==> src/fpr_pkg.sv <==
// Shared types and constants of the framed packet receiver.
// Used by fpr_front, fpr_queue, fpr_back and framed_packet_receiver; no dependencies.
package fpr_pkg;

	localparam logic [7:0] START_RESET = 8'h02;
	localparam logic [7:0] STOP_RESET  = 8'h03;

	// Bytes of a frame besides its payload: start, length, type, checksum, stop.
	localparam int FRAME_OVERHEAD = 5;
	// Position of the first payload byte within a frame.
	localparam int PAYLOAD_OFS    = 3;

	typedef enum logic {
		CFG_START = 1'b0,
		CFG_STOP  = 1'b1
	} cfg_index_t;

	typedef enum logic [2:0] {
		ST_OK       = 3'd0,
		ST_SHORT    = 3'd1,
		ST_LONG     = 3'd2,
		ST_MISMATCH = 3'd3,
		ST_CHECKSUM = 3'd4,
		ST_OVERFLOW = 3'd5
	} status_t;

	// One finished frame as handed from the front to the back.
	typedef struct packed {
		status_t     status;
		logic [7:0]  frame_type;
		logic [5:0]  payload_length;
		logic        bank;
	} desc_t;

	typedef enum logic {
		B_IDLE = 1'b0,
		B_SEND = 1'b1
	} back_state_t;

endpackage

==> src/fpr_front.sv <==
// Receive front end: holds the framing bytes, tracks the frame and validates it on stop.
// Depends on fpr_pkg; writes payload bytes into the buffer held by fpr_back.
module fpr_front import fpr_pkg::*; #(
	parameter int MAX_PAYLOAD = 32,
	parameter int AW          = 5,
	parameter int CW          = 7
) (
	input  logic          clk,
	input  logic          arst_n,
	input  logic          cfg_valid,
	output logic          cfg_ready,
	input  logic          cfg_index,
	input  logic [7:0]    cfg_data,
	input  logic          s_tvalid,
	output logic          s_tready,
	input  logic [7:0]    s_tdata,
	input  logic          q_full,
	output logic          push,
	output desc_t         push_desc,
	output logic          pay_we,
	output logic          pay_wbank,
	output logic [AW-1:0] pay_waddr,
	output logic [7:0]    pay_wdata
);

	logic [7:0]    start_q, stop_q;
	logic          in_frame_q;
	logic [CW-1:0] count_q;
	logic          wr_bank_q;
	logic [7:0]    len_q, type_q, xor_q;

	logic          take, overflow, is_stop;
	logic [CW-1:0] pos, count_next;
	logic [7:0]    cur_xor;
	status_t       status;

	assign cfg_ready = 1'b1;

	always_ff @(posedge clk or negedge arst_n) begin
		if (!arst_n) begin
			start_q <= START_RESET;
			stop_q  <= STOP_RESET;
		end else if (cfg_valid) begin
			case (cfg_index_t'(cfg_index))
				CFG_START: start_q <= cfg_data;
				CFG_STOP:  stop_q  <= cfg_data;
				default: ;
			endcase
		end
	end

	assign s_tready   = !q_full;
	assign take       = s_tvalid && s_tready && (in_frame_q || s_tdata == start_q);
	assign pos        = in_frame_q ? count_q : '0;
	assign cur_xor    = in_frame_q ? xor_q : 8'd0;
	assign overflow   = in_frame_q && (count_q >= CW'(MAX_PAYLOAD + FRAME_OVERHEAD));
	assign is_stop    = s_tdata == stop_q;
	assign count_next = pos + CW'(1);
	assign push       = take && (overflow || is_stop);

	always_comb begin
		if (overflow) begin
			status = ST_OVERFLOW;
		end else if (count_next < CW'(FRAME_OVERHEAD)) begin
			status = ST_SHORT;
		end else if (len_q > 8'(MAX_PAYLOAD)) begin
			status = ST_LONG;
		end else if (count_next != CW'({1'b0, len_q} + 9'(FRAME_OVERHEAD))) begin
			status = ST_MISMATCH;
		end else if (cur_xor != 8'd0) begin
			status = ST_CHECKSUM;
		end else begin
			status = ST_OK;
		end
	end

	assign push_desc.status         = status;
	assign push_desc.frame_type     = type_q;
	assign push_desc.payload_length = len_q[5:0];
	assign push_desc.bank           = wr_bank_q;

	assign pay_we    = take && !overflow && (pos >= CW'(PAYLOAD_OFS))
		&& (pos < CW'(MAX_PAYLOAD + PAYLOAD_OFS));
	assign pay_wbank = wr_bank_q;
	assign pay_waddr = AW'(pos - CW'(PAYLOAD_OFS));
	assign pay_wdata = s_tdata;

	always_ff @(posedge clk or negedge arst_n) begin
		if (!arst_n) begin
			in_frame_q <= 1'b0;
			count_q    <= '0;
			wr_bank_q  <= 1'b0;
		end else begin
			if (take) begin
				if (push) begin
					in_frame_q <= 1'b0;
					count_q    <= '0;
				end else begin
					in_frame_q <= 1'b1;
					count_q    <= count_next;
				end
			end
			if (push) begin
				wr_bank_q <= !wr_bank_q;
			end
		end
	end

	// The running checksum covers every stored byte after the start byte.
	always_ff @(posedge clk) begin
		if (take && !overflow) begin
			if (pos == CW'(1)) begin
				len_q <= s_tdata;
			end
			if (pos == CW'(2)) begin
				type_q <= s_tdata;
			end
			if (pos == '0) begin
				xor_q <= 8'd0;
			end else begin
				xor_q <= cur_xor ^ s_tdata;
			end
		end
	end

endmodule

==> src/fpr_queue.sv <==
// Two-entry queue of frame descriptors between the front and the back.
// Depends on fpr_pkg for the descriptor type.
module fpr_queue import fpr_pkg::*; (
	input  logic  clk,
	input  logic  arst_n,
	input  logic  push,
	input  desc_t push_desc,
	input  logic  pop,
	output logic  full,
	output logic  empty,
	output desc_t head
);

	desc_t      entry_q [2];
	logic       wr_ptr_q, rd_ptr_q;
	logic [1:0] cnt_q;

	assign full  = cnt_q == 2'd2;
	assign empty = cnt_q == 2'd0;
	assign head  = entry_q[rd_ptr_q];

	always_ff @(posedge clk or negedge arst_n) begin
		if (!arst_n) begin
			wr_ptr_q <= 1'b0;
			rd_ptr_q <= 1'b0;
			cnt_q    <= 2'd0;
		end else begin
			if (push) begin
				wr_ptr_q <= !wr_ptr_q;
			end
			if (pop) begin
				rd_ptr_q <= !rd_ptr_q;
			end
			if (push && !pop) begin
				cnt_q <= cnt_q + 2'd1;
			end else if (pop && !push) begin
				cnt_q <= cnt_q - 2'd1;
			end
		end
	end

	always_ff @(posedge clk) begin
		if (push) begin
			entry_q[wr_ptr_q] <= push_desc;
		end
	end

endmodule

==> src/fpr_back.sv <==
// Result back end: two payload banks and the beat sequencer that drains one frame at a time.
// Depends on fpr_pkg; reads descriptors from fpr_queue and payload written by fpr_front.
module fpr_back import fpr_pkg::*; #(
	parameter int MAX_PAYLOAD = 32,
	parameter int AW          = 5
) (
	input  logic          clk,
	input  logic          arst_n,
	input  logic          pay_we,
	input  logic          pay_wbank,
	input  logic [AW-1:0] pay_waddr,
	input  logic [7:0]    pay_wdata,
	input  logic          q_empty,
	input  desc_t         head,
	output logic          pop,
	output logic          m_tvalid,
	input  logic          m_tready,
	output logic [31:0]   m_tdata,
	output logic          m_tlast,
	output logic [2:0]    m_tuser
);

	localparam int DEPTH = 2 * MAX_PAYLOAD;
	localparam int MW    = (DEPTH > 1) ? $clog2(DEPTH) : 1;

	logic [7:0]    mem_q [DEPTH];
	logic [7:0]    rdata_q;
	back_state_t   state_q, state_d;
	logic [AW-1:0] idx_q, idx_d;
	logic [MW-1:0] widx, ridx;

	logic          is_ok, has_pay, last_beat, fire;
	logic [7:0]    frame_type, payload_byte;
	logic [5:0]    payload_length;
	logic [4:0]    payload_index;

	assign widx = pay_wbank ? MW'(MAX_PAYLOAD) + MW'(pay_waddr) : MW'(pay_waddr);
	assign ridx = head.bank ? MW'(MAX_PAYLOAD) + MW'(idx_d) : MW'(idx_d);

	always_ff @(posedge clk) begin
		if (pay_we) begin
			mem_q[widx] <= pay_wdata;
		end
		rdata_q <= mem_q[ridx];
	end

	assign is_ok     = head.status == ST_OK;
	assign has_pay   = is_ok && (head.payload_length != 6'd0);
	assign last_beat = !has_pay || (6'(idx_q) + 6'd1 == head.payload_length);
	assign m_tvalid  = state_q == B_SEND;
	assign fire      = m_tvalid && m_tready;
	assign pop       = fire && last_beat;

	always_comb begin
		state_d = state_q;
		idx_d   = idx_q;
		case (state_q)
			B_IDLE: begin
				if (!q_empty) begin
					state_d = B_SEND;
				end
			end
			B_SEND: begin
				if (fire) begin
					if (last_beat) begin
						state_d = B_IDLE;
						idx_d   = '0;
					end else begin
						idx_d = idx_q + AW'(1);
					end
				end
			end
			default: begin
				state_d = B_IDLE;
				idx_d   = '0;
			end
		endcase
	end

	always_ff @(posedge clk or negedge arst_n) begin
		if (!arst_n) begin
			state_q <= B_IDLE;
			idx_q   <= '0;
		end else begin
			state_q <= state_d;
			idx_q   <= idx_d;
		end
	end

	assign frame_type     = is_ok ? head.frame_type : 8'd0;
	assign payload_length = has_pay ? head.payload_length : 6'd0;
	assign payload_index  = has_pay ? 5'(idx_q) : 5'd0;
	assign payload_byte   = has_pay ? rdata_q : 8'd0;

	assign m_tdata = {5'd0, payload_byte, payload_index, payload_length, frame_type};
	assign m_tlast = last_beat;
	assign m_tuser = head.status;

endmodule

==> src/framed_packet_receiver.sv <==
// Top level of the framed packet receiver: byte stream in, payload beats out.
// Depends on fpr_pkg, fpr_front, fpr_queue and fpr_back.
//
//   channel   direction  handshake             payload
//   s_*       in         s_tvalid / s_tready   s_tdata: received byte
//   m_*       out        m_tvalid / m_tready   m_tdata, m_tlast, m_tuser: status
//   cfg_*     in         cfg_valid/cfg_ready   cfg_index, cfg_data
//
// The front takes one byte per cycle as long as fewer than two finished frames wait.
// One beat goes out per cycle while m_tready is high; B_IDLE reads the first payload byte.
// s_tready drops only while two finished frames wait to be sent.
// Reset clears control state, presets start/stop; the payload buffer holds no reset value.
module framed_packet_receiver import fpr_pkg::*; #(
	parameter int MAX_PAYLOAD = 32
) (
	input  logic        clk,
	input  logic        arst_n,
	input  logic        cfg_valid,
	output logic        cfg_ready,
	input  logic        cfg_index,
	input  logic [7:0]  cfg_data,
	input  logic        s_tvalid,
	output logic        s_tready,
	input  logic [7:0]  s_tdata,   // [7:0] rx_byte
	output logic        m_tvalid,
	input  logic        m_tready,
	output logic [31:0] m_tdata,   // [7:0] frame_type, [13:8] payload_length,
	                               // [18:14] payload_index, [26:19] payload_byte
	output logic        m_tlast,
	output logic [2:0]  m_tuser    // [2:0] status
);

	localparam int AW = (MAX_PAYLOAD > 1) ? $clog2(MAX_PAYLOAD) : 1;
	localparam int CW = $clog2(MAX_PAYLOAD + FRAME_OVERHEAD + 1);

	logic          q_full, q_empty, push, pop;
	desc_t         push_desc, head;
	logic          pay_we, pay_wbank;
	logic [AW-1:0] pay_waddr;
	logic [7:0]    pay_wdata;

	fpr_front #(
		.MAX_PAYLOAD (MAX_PAYLOAD),
		.AW          (AW),
		.CW          (CW)
	) u_front (
		.clk       (clk),
		.arst_n    (arst_n),
		.cfg_valid (cfg_valid),
		.cfg_ready (cfg_ready),
		.cfg_index (cfg_index),
		.cfg_data  (cfg_data),
		.s_tvalid  (s_tvalid),
		.s_tready  (s_tready),
		.s_tdata   (s_tdata),
		.q_full    (q_full),
		.push      (push),
		.push_desc (push_desc),
		.pay_we    (pay_we),
		.pay_wbank (pay_wbank),
		.pay_waddr (pay_waddr),
		.pay_wdata (pay_wdata)
	);

	fpr_queue u_queue (
		.clk       (clk),
		.arst_n    (arst_n),
		.push      (push),
		.push_desc (push_desc),
		.pop       (pop),
		.full      (q_full),
		.empty     (q_empty),
		.head      (head)
	);

	fpr_back #(
		.MAX_PAYLOAD (MAX_PAYLOAD),
		.AW          (AW)
	) u_back (
		.clk       (clk),
		.arst_n    (arst_n),
		.pay_we    (pay_we),
		.pay_wbank (pay_wbank),
		.pay_waddr (pay_waddr),
		.pay_wdata (pay_wdata),
		.q_empty   (q_empty),
		.head      (head),
		.pop       (pop),
		.m_tvalid  (m_tvalid),
		.m_tready  (m_tready),
		.m_tdata   (m_tdata),
		.m_tlast   (m_tlast),
		.m_tuser   (m_tuser)
	);

`ifndef NO_ASSERTIONS
	// Error results are always a single beat.
	a_error_is_last: assert property (@(posedge clk) disable iff (!arst_n)
		(m_tvalid && m_tuser != ST_OK) |-> m_tlast)
		else $error("error result without last");

	// Within a frame the next beat follows at once with the next index.
	a_index_steps: assert property (@(posedge clk) disable iff (!arst_n)
		(m_tvalid && m_tready && !m_tlast) |=>
		(m_tvalid && m_tdata[18:14] == $past(m_tdata[18:14]) + 5'd1))
		else $error("payload index did not advance");

	// A frame never starts in the cycle right after the previous one ended.
	a_gap_after_last: assert property (@(posedge clk) disable iff (!arst_n)
		(m_tvalid && m_tready && m_tlast) |=> !m_tvalid)
		else $error("beat sent without payload read cycle");

	// The front stalls only while the queue holds two frames.
	a_stall_cause: assert property (@(posedge clk) disable iff (!arst_n)
		(!s_tready) |-> (q_full && !q_empty))
		else $error("input stalled with room in queue");
`endif

endmodule

==> config.mk <==
export PLATFORM = sky130hd
export DESIGN_NAME = framed_packet_receiver
export DESIGN_NICKNAME = d
export VERILOG_FILES = /design/src/fpr_pkg.sv /design/src/fpr_front.sv /design/src/fpr_queue.sv /design/src/fpr_back.sv /design/src/framed_packet_receiver.sv
export SDC_FILE = /design/constraint.sdc
export NUM_CORES = 1
export LEC_CHECK = 0
export ABC_CLOCK_PERIOD_IN_PS = 4000
export BUFFER_PORTS_ARGS = -buffer_cell sky130_fd_sc_hd__buf_2
export CORE_ASPECT_RATIO = 0.7
export CORE_MARGIN = 2
export CORE_UTILIZATION = 30
export CTS_BUF_LIST = sky130_fd_sc_hd__clkbuf_16
export DETAILED_ROUTE_END_ITERATION = 12
export MAX_ROUTING_LAYER = met4
export PLACE_DENSITY = 0.52
export REMOVE_ABC_BUFFERS = 1
export SYNTH_ARGS = -nofsm -noshare
export SYNTH_HDL_FRONTEND = slang
export SYNTH_SLANG_ARGS = --single-unit
==> constraint.sdc <==
create_clock -name clk -period 4 [get_ports clk]
set_input_delay 0.4 -clock clk [delete_from_list [all_inputs] [get_ports clk]]
set_output_delay 0.4 -clock clk [all_outputs]
set_load 0.03 [all_outputs]
==> reports/qor.yml <==
placed_design:
  io_buffers: 54
  placed_cell_area_um2: 27700
  gp_congestion: 0.848
  place_hpwl_um: 47400
  dpl_worst_slack_ns: -0.110
global_routing:
  grt_util_met1_pct: 27.0
  global_route.usage.met2_pct: 24.2
  grtUsageTotal_pct: 17.5
  met3_usage_pct: 2.77
  grt_start_max_net_pins: 69
  grt_pass1_vias: 15435
  grt_pass1_wl_um: 108000
  grt-ovfl-total: 0
  busiest_layer: "met1"
  grt_antenna_before_repair: 4
status:
  status: "finished clean"
die:
  num_io_pins: 61
  fp.dieW_um: 351
  die_h_um: 247
  rows: 89
  dieArea_um2: 86700
  core_area_um2: 83900
  start_util_pct: 30.2
sta:
  skew_ns: 0.0164
  slew_viol_final: 0
  slew_headroom_pct: 33.5
  grt_setup_unrepaired: "yes"
  hold_slack_ns: 0.0341
  tns_ns: 0
  setup_violations: 0
  setup_ws_ns: 0.0730
  post-route-period-util_pct: 98.2
  worstMarginPinSlew_ns: 0.997
  hold_viol: 0
  period_minus_slack_ns: 3.93
  fmax_ghz: 0.255
setup_path:
  path_class: "flop to flop"
  critPathCaptureType: "flop"
  crit_fanout: 41
  cp-start-kind: "flop"
  required_ns: 4.52
  endpoint: "u_back.rdata_q[3]$_DFF_P_"
  reg2reg_setup_slack_ns: 0.07
  timing.rr.start: "u_queue.rd_ptr_q$_DFFE_PN0P_"
  worstRegToRegCells: 12
  crit-reg2reg-capture: "u_back.rdata_q[3]$_DFF_P_"
  critPathArrivalTime_ns: 4.45
  startpoint: "u_queue.rd_ptr_q$_DFFE_PN0P_"
routing:
  drc_errors: 0
  drt-total-wl_um: 73900
  wl_per_cell_um: 23.4
  drt-initial-drc-count: 1957
  first_pass_iters: 6
  vias_per_cell: 5.09
  vias: 16084
  ant_nets: 0
cts:
  cts_tree: "built"
  clock_latency_ns: 0.63
  cts.clk_slew.worst_paths_ns: 0.06
  htree_levels: 2
  cts_root_buf: "clkbuf_16"
  clockBufferDepth: 3
  cts.sinks: 614
  post_cts_buffers: 0
  cts-buffers-inserted: 59
logic_synthesis:
  syn_area_um2: 25300
  ys_ff_latch: 614
  synthFlopType: "edfxtp_1"
  synth-edff-count: 572
  synth.avg_cell_area_um2: 13.9
  synth-seq-area-share_pct: 71.9
  synthCells: 1819
  async_flop_share_pct: 5.54
  synth_cell_types: 72
  synth_warnings: 0
final_layout:
  multiInputGateArea_um2: 6560
  ff_latch_area_um2: 18200
  layout_common_cells: "edfxtp_1, nand2_1, buf_4"
  final_nets: 2006
  areaGrowthSynthToFinish_pct: 17.7
  layout-drive-gt1-share_pct: 17.5
  final_common_cell: "edfxtp_1"
  fillers: 8043
  design_area_um2: 29800
worst_hold_path:
  hold_class: "primary input to flop"
  whs_path_depth: 2
job:
  maxCapViolations: 0
power_and_ir_drop:
  power_density_nw_per_um2: 544
  leakage_nw: 10.5
  ir_worst_vdd_uv: 340
critical path: stages, from the launching register on:
cell	delay, ns
dfrtp_2	0.49
buf_4	0.19
or4_1	0.51
o22ai_1	0.27
a31o_4	0.25
a221o_4	0.25
buf_12	0.24
buf_16	0.26
a22oi_1	0.12
a221oi_2	0.44
a31oi_1	0.08
o21a_1	0.32
a2111oi_2	0.36
synthesized netlist by cell type (all sizes together) (27+ instances only):
library cell	instances	area, µm²
a22oi	27	203
clkbuf	41	154
a31oi	60	375
xnor2	28	245
mux2i	83	835
edfxtp	572	17200
a21oi	38	190
buf	76	470
nand3	107	536
dfrtp	31	776
nor2	107	404
a221oi	36	315
nand2	364	1370
how the worst min path moves through the flow:
stage | start | to | slack [ns]
floorplan | arst_n | u_back.idx_q[0]$_DFF_PN0_ | 0.10
global placement | u_front.type_q[7]$_DFFE_PP_ | u_queue.entry_q[0][14]$_DFFE_PP_ | 0.43
detailed placement | u_front.type_q[2]$_DFFE_PP_ | u_queue.entry_q[0][9]$_DFFE_PP_ | 0.43
CTS | cfg_data[3] | u_front.start_q[3]$_DFFE_PN0P_ | 0.003
global route | cfg_data[3] | u_front.start_q[3]$_DFFE_PN0P_ | 0.01
finish | cfg_data[3] | u_front.start_q[3]$_DFFE_PN0P_ | 0.03
registers in the layout (all words and copies together), names as in the netlist:
register and flops:
u_back.mem_q 512, u_front.pay_wbank 1, u_front.stop_q 8, u_queue.cnt_q 2, u_back.idx_q 5, u_front.in_frame_q 1, u_queue.rd_ptr_q 1, u_front.count_q 6
u_back.rdata_q 8, u_front.type_q 8, u_queue.entry_q 36, u_queue.wr_ptr_q 1, u_front.xor_q 8, u_front.start_q 8, u_front.len_q 8, u_back.m_tvalid 1
layer usage:
metal / up-vias / share of wire (%)
met4: 0 / 1.6
met3: 104 / 7.8
met5: - / 0
li1: 7159 / -
met2: 691 / 42
met1: 8130 / 48
power by group:
| part | internal (mW) | switching [mW] |
|---|---|---|
| registers | 7.39 | 0.189 |
| clock network | 3.13 | 2.41 |
| logic | 1.02 | 2.05 |
| total | 11.5 | 4.65 |
logic make-up after synthesis:
family                   synth area share (%)
adder cells (fa/ha/maj)                 0.396
XOR/XNOR                                 1.95
AO/OA/AOI/OAI                            8.20
buffers and inverters                    2.66
other                                  0.0297
flip-flops                               71.9
multiplexers                             4.20
AND/OR/NAND/NOR                          10.7
cell type report:
class                   instances  area share (%)
flip-flops and latches        614            61.1
inverters                      12           0.177
repair buffers                209            5.51
clock inverters                46            1.26
diodes                          1         0.00841
clock buffers                  61            5.13
multi-input cells            1080            22.0
well taps                    1137            4.78
stage by stage:
step                      instances  power (mW)  util [%]
after floorplan                1706        9.63         -
after global placement         3046        10.7      33.0
after detailed placement       3046        10.8      33.0
after CTS                      3159        16.3      35.4
after global routing           3160        16.9      35.5
final                          3160        16.2      35.5
timing repair:
action,CTS,global route
hold endpoints to repair,41,0
setup endpoints to repair,5,8
gates resized for setup,2,15
pin swaps,0,1
hold buffers,6,0
Power figures use the tool's default switching activity.
